### src/rtl/gteha_pkg.sv
// ----------------------------------------------------------------------------
// Gaze angles package
// Shared widths, the arctangent table and register indexes for the gaze block.
// ----------------------------------------------------------------------------
`default_nettype none

package gteha_pkg;

  localparam int unsigned CoordWidth   = 16;
  localparam int unsigned CordicStages = 16;
  localparam int unsigned TabLen       = 24;
  localparam int unsigned StageIdxW    = 5;
  // Datapath word: coordinates are scaled by 2^(59 - CoordWidth).
  localparam int unsigned DataW   = 64;
  localparam int unsigned AngW    = 32;
  localparam int unsigned ShiftG  = 59 - CoordWidth;
  localparam int unsigned ZShift  = 32 - CoordWidth;
  localparam logic signed [31:0] GainQ27 = 32'sd221024420;
  localparam logic signed [17:0] AngLimit = 18'sd23040;

  localparam logic [2:0] RegEyePitchMax  = 3'd0;
  localparam logic [2:0] RegEyePitchMin  = 3'd1;
  localparam logic [2:0] RegHeadPitchMax = 3'd2;
  localparam logic [2:0] RegHeadPitchMin = 3'd3;
  localparam logic [2:0] RegEyeYawLimit  = 3'd4;
  localparam logic [2:0] RegHeadYawLimit = 3'd5;

  // Partial state passed along the chain of rotation cells.
  typedef struct packed {
    logic                     vld;
    logic                     degen;
    logic signed [DataW-1:0]  x;
    logic signed [DataW-1:0]  y;
    logic signed [AngW-1:0]   ang;
    logic signed [DataW-1:0]  zk;
    logic signed [AngW-1:0]   az;
  } cell_t;

  // Arctangent of 2^-i in 1/65536 degree.
  function automatic logic signed [AngW-1:0] atan_tab(input logic [StageIdxW-1:0] i);
    logic signed [AngW-1:0] r;
    unique case (i)
      5'd0: r = 32'sd2949120;  5'd1: r = 32'sd1740967;
      5'd2: r = 32'sd919879;   5'd3: r = 32'sd466945;
      5'd4: r = 32'sd234379;   5'd5: r = 32'sd117304;
      5'd6: r = 32'sd58666;    5'd7: r = 32'sd29335;
      5'd8: r = 32'sd14668;    5'd9: r = 32'sd7334;
      5'd10: r = 32'sd3667;    5'd11: r = 32'sd1833;
      5'd12: r = 32'sd917;     5'd13: r = 32'sd458;
      5'd14: r = 32'sd229;     5'd15: r = 32'sd115;
      5'd16: r = 32'sd57;      5'd17: r = 32'sd29;
      5'd18: r = 32'sd14;      5'd19: r = 32'sd7;
      5'd20: r = 32'sd4;       5'd21: r = 32'sd2;
      5'd22: r = 32'sd1;
      default: r = '0;
    endcase
    return r;
  endfunction

  // Round 1/65536 degree to 1/256 degree and clamp to the angle range.
  function automatic logic signed [17:0] to_q8(input logic signed [AngW-1:0] a);
    logic signed [AngW:0] t;
    logic signed [AngW-8:0] s;
    logic signed [17:0] v;
    t = (AngW+1)'(a) + (AngW+1)'(128);
    s = $signed(t[AngW:8]);
    if (s > (AngW-7)'(AngLimit)) v = AngLimit;
    else if (s < -(AngW-7)'(AngLimit)) v = -AngLimit;
    else v = s[17:0];
    return v;
  endfunction

endpackage

`default_nettype wire

### src/rtl/gteha_split.sv
// ----------------------------------------------------------------------------
// Eye and head split
// Divides one angle between eye and head under their limits.
// ----------------------------------------------------------------------------
`default_nettype none

module gteha_split (
  input  wire signed [17:0] ang_i,
  input  wire signed [17:0] eye_max_i,
  input  wire signed [17:0] eye_min_i,
  input  wire signed [17:0] head_max_i,
  input  wire signed [17:0] head_min_i,
  input  wire               invert_i,
  output logic signed [15:0] eye_o,
  output logic signed [15:0] head_o
);
  import gteha_pkg::*;

  logic signed [18:0] eye, head;

  function automatic logic signed [15:0] sat(input logic signed [18:0] v);
    logic signed [15:0] r;
    if (v > 19'(AngLimit)) r = 16'(AngLimit);
    else if (v < -19'(AngLimit)) r = -16'(AngLimit);
    else r = v[15:0];
    return r;
  endfunction

  // Eye takes up to its limit; head takes the clamped remainder; eye is negated if invert_i.
  always_comb begin
    eye  = 19'(ang_i);
    head = '0;
    if (ang_i > 18'sd0) begin
      if (ang_i > eye_max_i) begin
        eye  = 19'(eye_max_i);
        head = 19'(ang_i) - 19'(eye_max_i);
        if (head > 19'(head_max_i)) head = 19'(head_max_i);
      end
    end else if (ang_i < eye_min_i) begin
      eye  = 19'(eye_min_i);
      head = 19'(ang_i) - 19'(eye_min_i);
      if (head < 19'(head_min_i)) head = 19'(head_min_i);
    end
    eye_o  = invert_i ? sat(-eye) : sat(eye);
    head_o = sat(head);
  end

endmodule

`default_nettype wire
### config.mk
export PLATFORM = sky130hd
export DESIGN_NAME = gteha_split
export DESIGN_NICKNAME = d
export VERILOG_FILES = /design/src/rtl/gteha_pkg.sv /design/src/rtl/gteha_split.sv
export SDC_FILE = /design/constraint.sdc
export NUM_CORES = 1
export LEC_CHECK = 0
export BUFFER_PORTS_ARGS = -buffer_cell sky130_fd_sc_hd__buf_4
export CORE_UTILIZATION = 40
export DETAILED_ROUTE_END_ITERATION = 12
export PLACE_DENSITY = 0.73
export REMOVE_ABC_BUFFERS = 1
export SLEW_MARGIN = 10
export SYNTH_ARGS = -nofsm -noshare
export SYNTH_HDL_FRONTEND = slang
export SYNTH_SLANG_ARGS = --single-unit
### constraint.sdc
create_clock -name vclk -period 13.3
set_clock_uncertainty 0.2 [all_clocks]
set_input_delay 0.665 -clock vclk [all_inputs]
set_output_delay 0.665 -clock vclk [all_outputs]
set_load 0.1 [all_outputs]
Word level (Yosys, flattened, before mapping)
Cells that the tools add are included.
W data, S select, Z words.
- logic and storage cells: 29
- register bits: 0
- output and inout port bits: 32
- input port bits: 91
- magnitude comparators: 11
- $add $sub $neg: 3
- mux-type cells: 15
- operators by type and width (operator ; count):
    $mux W19 ; 8
    $mux W16 ; 7
    $gt A19 B16 Y1 const B ; 3
    $lt A19 B16 Y1 const B ; 3
    $sub A18 B18 Y19 ; 2
    $gt A19 B18 Y1 ; 1
    $lt A19 B18 Y1 ; 1
    $neg A19 Y19 ; 1
    $gt A18 B1 Y1 const B ; 1
    $gt A18 B18 Y1 ; 1
    $lt A18 B18 Y1 ; 1

Depth between registers and ports, before layout
- depth after elaboration: 8
- gate-level depth with buffers: 28
- mapped depth without buffers: 27

Worst setup path after synthesis
No wires, ideal clock.
- path kind: input port to output port
- from: in ang_i[0]
- to: out head_o[12]
- setup slack: 4360 ps
- arrival time: 8075 ps
- data required time: 12435 ps
- buffers on the path: 1
- cell stages on the path: 27
- cells stage by stage: inv_1 ha_1 fa_1 nor2b_1 o21ai_0 a21boi_0 o21ai_0 a21boi_0 o2111ai_1 nand2_1 a31oi_1 xor2_1 inv_1 ha_1 a21o_1 a2111oi_0 a221o_1 nor2_1 a21oi_1 nand2_1 clkbuf_1 a21oi_1 o22a_1 inv_1 nand2_1 o21ai_0 a221oi_1
- word-level cells in the longest chain between the ends: 8
- elaborated cells on any way between the ends: 16
- classes of those cells: add/sub (2); order compare (7); mux (7)
- ends and longest elaborated chain (element ; RTL line ; text):
    start: declaration ; gteha_split.sv:8 ; input wire signed [17:0] ang_i,
    $sub A18 B18 Y19, on equally long branches ; gteha_split.sv:41, gteha_split.sv:36 ;
    $lt A19 B18 Y1 / $gt A19 B18 Y1 (equally long branches) ; gteha_split.sv:42, gteha_split.sv:37 ;
    $mux W19, on equally long branches ; gteha_split.sv:42, gteha_split.sv:37 ;
    $mux W19, on equally long branches ; gteha_split.sv:39, gteha_split.sv:34 ;
    $mux W19 (*) ; gteha_split.sv:33 ; if (ang_i > 18'sd0) begin
    $lt A19 B16 Y1 ; gteha_split.sv:24 ; else if (v < -19'(AngLimit)) r = -16'(AngLimit);
    $mux W16 ; gteha_split.sv:24 ;
    $mux W16 (*) ; gteha_split.sv:23 ; if (v > 19'(AngLimit)) r = 16'(AngLimit);
    end: declaration ; gteha_split.sv:15 ; output logic signed [15:0] head_o
Mark *: on every way between the ends. The rest lies on a longest branch, timed or not.

Worst setup path in the final report
- from: in ang_i[0]
- to: out head_o[2]
Same word-level chain as after synthesis.

==> impl_metrics.csv <==
group,metric,value,unit
outcome,run_status,"finished clean",
die,start_util,41.6,%
pwr,p_int,0.216,mW
die,rows,42,
placement,dp_slack,5170,ps
pwr,seq_power_share,0,%
routing,first_pass_iters,6,
global_routing,grt_max_degree,37,
pwr,powerDensity,108,nW/µm²
routing,route.detailed.drc,0,
timing,finalHoldViolations,0,
synth,yosysWarnings,0,
critical_path,crit_path_start_kind,"primary input",
routing,vias,6908,
routing,drt_iter0_markers,824,
synth,yosys.area.top_type,"ha_1",
die,die_w,120,µm
pwr,total_leakage_power,3.18,nW
synth,synth_area_leaders,"ha_1 (17%), inv_1 (6.6%), a21oi_1 (6.5%), nor2_1 (4.4%), o21ai_0 (3.6%)",
timing,fin_setup_tns,0,ps
min_path,hold_path_class,"in2out",
critical_path,critPathMaxFanout,18,
timing,rsz0062_at_grt,"no",
global_routing,first_global_vias,6210,
synth,synth.avg_cell_area,6.86,µm²
critical_path,end_kind,"primary output",
run,maxCapViolations,0,
timing,worst_pin_slew,1030,ps
synth,syn_area,5590,µm²
global_routing,grt_pass1_wl,32300,µm
synth,synth_top_area_share,16.6,%
timing,min_period,8310,ps
pwr,total_power,0.721,mW
final_layout,final_cell_area,6650,µm²
timing,period_share,62.5,%
final_layout,diodes,0,
synth,synthTopCellsByCount,"inv_1 (99), ha_1 (74), a21oi_1 (73)",
timing,drv_slew,0,
routing,via_per_inst,6.31,
global_routing,overflow,0,
routing,post_drt_wl_per_cell,19.1,µm
timing,max_slew_margin,31.1,%
pwr,power_frac_comb,100.0,%
global_routing,antenna_found_initial,0,
final_layout,drive_gt1_share,17.6,%
global_routing,grt.total_usage,27.9,%
final_layout,n_clock_buffer,0,
routing,wl,20900,µm
timing,setup_ws,4990,ps
placement,numPortBuffers,123,
die,design.die.area,14500,µm²
cts,holdBufCountCts,0,
die,pin_count,123,
final_layout,synthToLayoutAreaGrowth,18.9,%
synth,seq_area_frac_synth,0,%
final_layout,fin_nets,1088,
die,die_h,120,µm
cts,cts-resized-gates,0,
placement,gp_congestion,0.948,
final_layout,fin_cells,1095,
pwr,switching_power,0.505,mW
routing,drtAntennaViolNets,0,
critical_path,critPathArrivalTime,7450,ps
synth,ys_types,92,
pwr,sw_frac_of_total,70.0,%
critical_path,worstSetupPathType,"in2out",
placement,place_area,6650,µm²
final_layout,seqCellArea,0,µm²
pwr,pwr-share-clk,0,%
timing,fmax,0.120,GHz
cts,postCtsSetupBuffers,0,
die,core-area,13500,µm²
synth,yosysMostFrequentCell,"inv_1",
final_layout,seq_cell_count,0,
critical_path,required,12440,ps
placement,hpwl,17600,µm
pwr,ir_worst_vdd,106,µV
placement,dp_cells,1095,
synth,syn_inst,816,
timing,finalSetupViolCount,0,
-- layout make-up --
class,instances,area (µm²)
Fill cell,1431,6800
Inverter,99,372
Multi-Input combinational cell,693,5100
Tap cell,176,220
Timing Repair Buffer,127,953
-- logic make-up after synthesis --
logic type	after synthesis	synth area share, %
fa+ha+maj	76	17.3
mux	15	2.73
buf+inv	123	8.97
simple gates	246	23.0
compound gates	338	45.2
xor+xnor	18	2.82
-- per-stage QoR --
| stage | hold WS (ps) | util, % |
|---|---|---|
| after CTS | 1520 | 49.4 |
| final | 1520 | 49.4 |
| after detailed placement | 1520 | 49.4 |
| after global placement | 1520 | 49.4 |
| after global routing | 1540 | 49.4 |
| after floorplan | 1570 | - |
-- final timing paths --
path	from	end	slack (ps)	cells past startpoint
hold / removal	invert_i	eye_o[15]	1520	3
setup / recovery	ang_i[0]	head_o[2]	4990	28
-- critical path, cell delays in order --
cell	delay, ps
buf_4	100
inv_1	60
ha_1	220
fa_1	420
nor2b_1	120
o21ai_0	110
a21boi_0	250
o21ai_0	170
a21boi_0	390
o2111ai_1	250
nand2_1	130
a31oi_1	100
xor2_1	220
inv_1	70
ha_1	290
a21o_1	170
a2111oi_0	490
a221o_1	270
nor2_1	60
a21oi_1	290
nand2_1	520
mux2i_1	370
o22ai_1	190
nand2b_1	230
nor4_1	390
o211ai_1	370
a21oi_1	240
buf_4	310
-- power groups by stage --
stage,Sequential (mW),Clock (mW),Combinational [mW]
finish,0,0,0.721
global route,0,0,0.766
CTS,0,0,0.711
detailed placement,0,0,0.708
global placement,0,0,0.707
floorplan,0,0,0.535
-- layout by cell type (no fill, tap or decap), types with 11 or more instances in the layout --
cell / n
buf_4: 127
inv_1: 99
ha_1: 74
a21oi_1: 73
nor2_1: 65
nand2_1: 44
o21ai_0: 40
nor3_1: 28
a21o_1: 25
a211oi_1: 20
nand3_1: 18
nand4_1: 15
o22a_1: 15
o211ai_1: 14
xnor2_1: 14
o21a_1: 13
and2_1: 13
mux2i_1: 13
and3_1: 11
-- routing by layer --
layer | part of all wire, % | vias up | GRT usage (%)
met2 | 44 | 389 | 45.3
met5 | 0 | - | 0
li1 | - | 3346 | -
met1 | 45 | 3149 | 39.8
met4 | 1.2 | 0 | 3.70
met3 | 9.9 | 24 | 3.54
No activity file was read; power rests on OpenSTA's default activity.
